<file path="src/rtl/bcg_pkg.sv">
// Shared types and constants of the battery coulomb gauge.
// No dependencies.
package bcg_pkg;

  typedef enum logic [1:0] {
    CMD_SAMPLE  = 2'd0,
    CMD_ACCEPT  = 2'd1,
    CMD_PREEMPT = 2'd2,
    CMD_NONE    = 2'd3
  } cmd_e;

  typedef enum logic [1:0] {
    ST_IDLE   = 2'd0,
    ST_DISCHG = 2'd1,
    ST_CHG    = 2'd2,
    ST_FAULT  = 2'd3
  } status_e;

  localparam int CFG_IDX_W = 2;
  localparam logic [CFG_IDX_W-1:0] CFG_CHG_LIMIT = 2'd0;
  localparam logic [CFG_IDX_W-1:0] CFG_DIS_LIMIT = 2'd1;
  localparam logic [CFG_IDX_W-1:0] CFG_CAPACITY  = 2'd2;

  localparam int QUEUE_DEPTH = 2;
  localparam int NUM_W = 64;
  localparam int DEN_W = 40;

  localparam logic [9:0]  WINDOW_BASE = 10'd100;
  localparam logic [9:0]  CODE_CLEAR  = 10'd5;
  localparam logic [13:0] SOC_SCALE   = 14'd10000;
  localparam logic [6:0]  EST_SCALE   = 7'd100;
  localparam logic signed [21:0] SOC_FULL = 22'sd10000;
  localparam logic [63:0] SOC_LIMIT   = 64'd1000000;

  typedef struct packed {
    cmd_e               cmd;
    logic signed [15:0] cur;
    logic [9:0]         code;
  } entry_t;

  typedef struct packed {
    logic             start;
    logic [NUM_W-1:0] num;
    logic [DEN_W-1:0] den;
  } div_req_t;

  typedef struct packed {
    logic             done;
    logic [NUM_W-1:0] quo;
  } div_rsp_t;

  typedef enum logic [3:0] {
    BK_IDLE, BK_PREP, BK_CGO, BK_CWAIT, BK_SGO, BK_SWAIT,
    BK_WIN, BK_EMUL1, BK_EMUL2, BK_EGO, BK_EWAIT, BK_OUT
  } back_state_e;

endpackage

</file>
<file path="src/rtl/bcg_div.sv">
// Restoring serial divider, one quotient bit per cycle, unsigned.
// Depends on bcg_pkg.
module bcg_div (
  input  logic              clk_i,
  input  logic              rst_ni,
  input  bcg_pkg::div_req_t req_i,
  output bcg_pkg::div_rsp_t rsp_o
);
  import bcg_pkg::*;

  localparam int CNT_W = $clog2(NUM_W);

  logic             busy_q, done_q;
  logic [CNT_W-1:0] cnt_q;
  logic [NUM_W-1:0] n_q;
  logic [DEN_W-1:0] d_q, r_q;
  logic [DEN_W:0]   trial;
  logic             fits;

  assign trial = {r_q, n_q[NUM_W-1]};
  assign fits  = (trial >= {1'b0, d_q});
  assign rsp_o.done = done_q;
  assign rsp_o.quo  = n_q;

  always_ff @(posedge clk_i or negedge rst_ni) begin
    if (!rst_ni) begin
      busy_q <= 1'b0;
      done_q <= 1'b0;
      cnt_q  <= '0;
    end else begin
      done_q <= 1'b0;
      if (req_i.start) begin
        busy_q <= 1'b1;
        cnt_q  <= '0;
      end else if (busy_q) begin
        cnt_q <= cnt_q + 1'b1;
        if (cnt_q == CNT_W'(NUM_W - 1)) begin
          busy_q <= 1'b0;
          done_q <= 1'b1;
        end
      end
    end
  end

  always_ff @(posedge clk_i) begin
    if (req_i.start) begin
      n_q <= req_i.num;
      d_q <= req_i.den;
      r_q <= '0;
    end else if (busy_q) begin
      r_q <= fits ? DEN_W'(trial - {1'b0, d_q}) : trial[DEN_W-1:0];
      n_q <= {n_q[NUM_W-2:0], fits};
    end
  end
endmodule

</file>
<file path="config.mk">
export PLATFORM = sky130hd
export DESIGN_NAME = bcg_div
export DESIGN_NICKNAME = d
export VERILOG_FILES = /design/src/rtl/bcg_pkg.sv /design/src/rtl/bcg_div.sv
export SDC_FILE = /design/constraint.sdc
export NUM_CORES = 1
export LEC_CHECK = 0
export ABC_CLOCK_PERIOD_IN_PS = 2900
export BUFFER_PORTS_ARGS = -buffer_cell sky130_fd_sc_hd__buf_2
export CORE_MARGIN = 1
export CORE_UTILIZATION = 33
export DETAILED_ROUTE_END_ITERATION = 6
export GPL_ROUTABILITY_DRIVEN = 1
export PLACE_DENSITY = 0.53
export SLEW_MARGIN = 20
export SYNTH_ARGS = -nofsm -noshare
export SYNTH_HDL_FRONTEND = slang
export SYNTH_SLANG_ARGS = --single-unit
</file>
<file path="constraint.sdc">
create_clock -name clk_i -period 2.9 [get_ports clk_i]
set_clock_uncertainty 0.05 [all_clocks]
set_input_delay 0.435 -clock clk_i [delete_from_list [all_inputs] [get_ports clk_i]]
set_output_delay 0.435 -clock clk_i [all_outputs]
set_load 0.02 [all_outputs]
</file>
==> Yosys cells after proc, flatten, opt, wreduce, memory -nomap -nowiden <==
Cells that the tools add are included.
{ "op_classes": {"addsub": 2, "order_cmp": 1, "eq_ne": 1, "muxes": 11, "reduce_logical": 1} }
{ "ops": {"columns": ["operator", "n"], "rows": [
  ["$mux W64", 2],
  ["$ge A41 B40 Y1", 1],
  ["$mux W40", 1],
  ["$sub A40 B40 Y40", 1],
  ["$mux W6", 2],
  ["$add A6 B1 Y6 const B", 1],
  ["$eq A6 B6 Y1 const B", 1],
  ["$mux W1", 6],
  ["$reduce_bool A2 Y1", 1]
]} }
{ "totals": {"register_bits": 152, "input_bits": 107, "out_inout_bits": 65, "wordCells": 22} }

==> Depth between registers and ports, before layout <==
{ "depth": {"depth_word": 4, "mapped_depth": 13, "depth_no_buf": 12} }

==> Worst setup path before layout <==
No wires, ideal clock.
{ "synth_path": {"path_type": "input to register", "start": "input req_i[104] in the netlist's numbering", "end": "register n_q[0] (enable)", "setup_time_ns": 0.418, "arrival_ns": 2.515, "t_required_ns": 2.432, "setup_slack_ns": -0.083, "stages": 5, "n_path_buf": 3, "path_cell_list": "clkbuf_1 > clkbuf_1 > clkbuf_1 > nor2_1 > inv_1"} }
{ "synth_between": {"elab_chain_cells": 1} }
{ "synth_lines": {"columns": ["item", "line", "rtl"], "rows": [
  ["start, declared", "bcg_div.sv:6", "input bcg_pkg::div_req_t req_i,"],
  ["$reduce_bool A2 Y1 (no line)", null, null],
  ["end signal, assigned", "bcg_div.sv:47", "n_q <= req_i.num;"],
  ["end signal, assigned", "bcg_div.sv:52", "n_q <= {n_q[NUM_W-2:0], fits};"],
  ["end, declared", "bcg_div.sv:15", "logic [NUM_W-1:0] n_q;"]
]} }
No other way between the ends.
A chain may end at the register's enable or synchronous reset.

==> Final worst setup path <==
{ "layout_path": {"start": "register d_q[1]", "end": "register n_q[0] (data pin)"} }
{ "layout_between": {"elab_chain_cells": 3} }
{ "layout_lines": {"columns": ["item", "line", "rtl"], "rows": [
  ["start, declared", "bcg_div.sv:16", "logic [DEN_W-1:0] d_q, r_q;"],
  ["start signal, assigned", "bcg_div.sv:48", "d_q <= req_i.den;"],
  ["$ge A41 B40 Y1", "bcg_div.sv:21", "assign fits = (trial >= {1'b0, d_q});"],
  ["$mux W64", "bcg_div.sv:50", "end else if (busy_q) begin"],
  ["$mux W64", "bcg_div.sv:46", "if (req_i.start) begin"]
]} }
No other way between the ends. The select of a mux whose other input is x is not followed.

==> results.toml <==
[logic_synthesis]
share_of_synthesized_flip_flops_with_an_asynchronous_set_or_reset_pct = 5.26
yosys.area_share.adder_pct = 6.21
post_synth.cell_area_avg_um2 = 10.4
synth_compound_area_share_pct = 15.2
synth_seq_cells = 152
synthDominantAreaCellType = "sky130_fd_sc_hd__edfxtp_1"
synth_area_leaders = "sky130_fd_sc_hd__edfxtp_1 (36%), sky130_fd_sc_hd__dfxtp_1 (9.3%), sky130_fd_sc_hd__mux2_2 (8.5%)"
post_synth_instance_area_um2 = 8580
synth_top_family_by_area = "compound AO/OA/AOI/OAI gates"
synth_most_common_cell = "sky130_fd_sc_hd__edfxtp_1"
yosysUniqueCellTypes = 75
ys_seq_area_share_pct = 48.0
synth.yosys.warnings = 0
synth_simple_gate_area_share_pct = 13.6
top_cell_types_by_occurrence_after_synthesis = "sky130_fd_sc_hd__edfxtp_1 (104), sky130_fd_sc_hd__nand2_1 (95), sky130_fd_sc_hd__nor2_1 (69)"
synth_edf_count = 104
yosys-mux-area-fraction_pct = 8.99
post_synth_inst_count = 822
netlist.area_leader.share_pct = 36.4
postSynth.topFlopCell = "sky130_fd_sc_hd__edfxtp_1"
mappedNetlistNets = 971
post_synth_xor_area_fraction_pct = 3.16

[clocking]
clock_transition_at_the_registers_of_the_reported_paths_ps = 70
clock_tree_from_tritoncts = "done"
ctsLongestPathBuffers = 2
ctsHtreeMaxLevel = 4
worst_skew_pair.late_latency_ps = 440
library_cell_used_as_clock_root_buffer = "sky130_fd_sc_hd__clkbuf_16"
number_of_clock_sinks = 152
cts-buffers-inserted = 17

[sta]
least_margin_pin_slew_ps = 469
final.min_clock_period_ps = 2930
rsz_0062_raised_after_global_routing = "yes"
report.final.hold_viol_count = 0
layout_worst_path_cycle_share_pct = 101
fin_ws_ps = -30.4
setup_tns_after_final_layout_ps = -84.6
hold_slack_ps = 119
timing.fmax_mhz = 341
timing.slew.headroom_pct = 68.7
slew_violations = 0
setup-violations-final = 4

[worst_setup_path]
critPathLaunchType = "flip-flop"
crit_path_top_delay_cell = "sky130_fd_sc_hd__edfxtp_1"
path_max_fanout = 8
timing.critical_path.arrival_ps = 3070
critical_path.endpoint_type = "flip-flop"
cp_top_family = "compound AO/OA/AOI/OAI gates"
setup.worst_path.class = "reg2reg"
crit_buf_inv = 2
setup.worst_path.start = "d_q[1]"
timing.critical_path.required_ps = 3040
r2r-start = "d_q[1]"
critical-path-max-stage-delay_ps = 420
cp_cell_sequence = "inv_2 -> ha_4 -> nor2b_4 -> o31a_1 -> o211ai_1 -> a21oi_2 -> a31oi_4 -> a211o_1 -> nand2_4 -> buf_12 -> mux2_2"

[outcome]
status = "finished with violations"
failing_checks = "negative setup slack"

[route]
detailedRoute.firstIterationViolations = 249
remaining_drc_errors = 0
num_vias = 7186
postRouteWirelength_mm = 23.2
wl_per_cell_um = 16.3
routed_via_density = 5.06
drt-pass1-iter-count = 4
top_layer = "met4"
met2WireLength_mm = 10.9
routedLengthMet1_mm = 10.5
met3_wirelength_mm = 1.57
antenna_violating_nets_post_route = 0

[flow_run]
maxCapViolations = 0

[power]
pwr_cell_area_nw_per_um2 = 853
max-vdd-ir-drop_mv = 0.439
leakage_dissipation_nw = 4.99

[cells_and_area]
diodes = 0
number_of_standard_cells_in_the_final_layout_excluding_fillers = 1419
utilization_pct = 46.2
area_added_between_synthesis_and_finish_pct = 36.2
drive_gt1_share_pct = 43.2
layout.nets = 1225
final.fill_count = 2450
final_area_um2 = 11700

[global_routing]
grt_util_all_layers_pct = 17.7
via_count_of_the_first_global_routing_pass = 7192
grt_start_max_net_pins = 65
number_of_antenna_violations_at_the_first_check_in_global_routing = 0
first_pass_grt_wire_length_mm = 36.8
grt.overflow.total = 0

[placement]
placed_cells_incl_taps = 1372
post_detail_place_hpwl_mm = 16.9
io_buffer_count = 171
placedInstanceArea_um2 = 10400
gp_congestion = 0.847

[die]
boundaryPins = 172
effective_utilization_at_floorplan_pct = 33.9
placeableCoreArea_um2 = 25300
floorplan.die.height_um = 163
die_w_um = 163
rows = 58
floorplan.die_area_um2 = 26700

[hold_path]
worstHoldPathType = "in2reg"
worst_min_delay_path_startpoint = "req_i[37]"
kinds of logic (layout without fill, tap and decap cells):
group	Yosys count	count (layout)
flip-flops	152	152
AO/OA/AOI/OAI	185	185
XOR/XNOR	31	31
buffers and inverters	97	364
multiplexers	69	69
AND/OR/NAND/NOR	246	246
adder cells (fa/ha/maj)	42	42
worst reg2reg max path, delay by kind of cell, from the launching register on:
family,cells,cell delay (ps)
compound gates,5,1220
flops,1,420
simple gates,2,290
buf+inv,2,260
mux,1,240
fa+ha+maj,1,200
worst paths after layout:
| kind | end | cells after the start | slack, ps |
|---|---|---|---|
| max in group asynchronous | busy_q | 2 | 2270 |
| setup reg to reg | n_q[0] | 11 | -30 |
| hold / removal | d_q[37] | 1 | 120 |
| hold reg to reg | r_q[5] | 2 | 440 |
| setup / recovery | n_q[0] | 11 | -30 |
| min in group asynchronous | cnt_q[2] | 2 | 330 |
layout by cell type, fill, tap and decap left out, types with 5 or more instances in the layout:
master / instances
sky130_fd_sc_hd__a211oi_1: 7
sky130_fd_sc_hd__a211oi_2: 5
sky130_fd_sc_hd__a21o_1: 10
sky130_fd_sc_hd__a21oi_1: 38
sky130_fd_sc_hd__a21oi_2: 7
sky130_fd_sc_hd__a311oi_1: 19
sky130_fd_sc_hd__a311oi_2: 10
sky130_fd_sc_hd__a31oi_1: 5
sky130_fd_sc_hd__buf_12: 6
sky130_fd_sc_hd__buf_2: 170
sky130_fd_sc_hd__buf_4: 91
sky130_fd_sc_hd__buf_6: 9
sky130_fd_sc_hd__clkbuf_16: 17
sky130_fd_sc_hd__clkinv_8: 5
sky130_fd_sc_hd__dfrtp_1: 7
sky130_fd_sc_hd__dfxtp_1: 40
sky130_fd_sc_hd__edfxtp_1: 104
sky130_fd_sc_hd__ha_1: 29
sky130_fd_sc_hd__ha_4: 11
sky130_fd_sc_hd__inv_1: 51
sky130_fd_sc_hd__inv_8: 5
sky130_fd_sc_hd__mux2_2: 65
sky130_fd_sc_hd__nand2_1: 89
sky130_fd_sc_hd__nand3_1: 13
sky130_fd_sc_hd__nand4_1: 16
sky130_fd_sc_hd__nor2_1: 67
sky130_fd_sc_hd__nor2b_1: 6
sky130_fd_sc_hd__nor3_1: 8
sky130_fd_sc_hd__o21a_1: 7
sky130_fd_sc_hd__o21ai_0: 24
sky130_fd_sc_hd__o21ai_1: 5
sky130_fd_sc_hd__o21bai_1: 8
sky130_fd_sc_hd__xnor2_1: 15
sky130_fd_sc_hd__xor2_1: 14
stage by stage:
stage / worst slack (ps) / total power [mW]
6_report: -30.4 / 9.98
3_3_place_gp: -49.6 / 7.02
4_1_cts: -3.86 / 9.54
3_5_place_dp: -143 / 7.03
5_1_grt: -153 / 10.6
2_1_floorplan: -4.89 / 5.55
flip-flops by register name, summed over array words and instances (netlist names):
| register | flops |
|---|---|
| done_q | 1 |
| d_q | 40 |
| n_q | 64 |
| cnt_q | 6 |
| r_q | 40 |
| busy_q | 1 |
cell type report:
type | count | area (um2) | area share (%)
sequential | 152 | 4130 | 35.3
tap | 330 | 413 | 3.53
clock inverter | 15 | 180 | 1.54
inverter | 54 | 206 | 1.77
timing repair buffer | 278 | 1780 | 15.2
clock buffer | 17 | 425 | 3.64
multi-input combinational | 573 | 4560 | 39.0
metal layers:
metal  vias up  global-route usage, %
met5         -                      0
met4         0                   4.84
met3        16                   5.51
met2       194                   28.9
met1      3441                   22.6
li1       3535                      -
timing repair:
action | 4_1_cts | 5_1_grt
setup endpoints to repair | 29 | 41
pin swaps | 9 | 43
hold buffers | 1 | 0
endpoints found under the hold margin | 8 | 0
cloned | 0 | 0
resized for setup | 20 | 81
buffers inserted | 5 | 10
power by group:
group          leakage [nW]  switching, mW  internal (mW)
sequential             1.50          0.267           2.71
clock                 0.292           1.11           1.17
combinational          3.20           2.45           2.27
total                  4.99           3.83           6.15
Note: power is estimated with default switching activity, not from simulation.
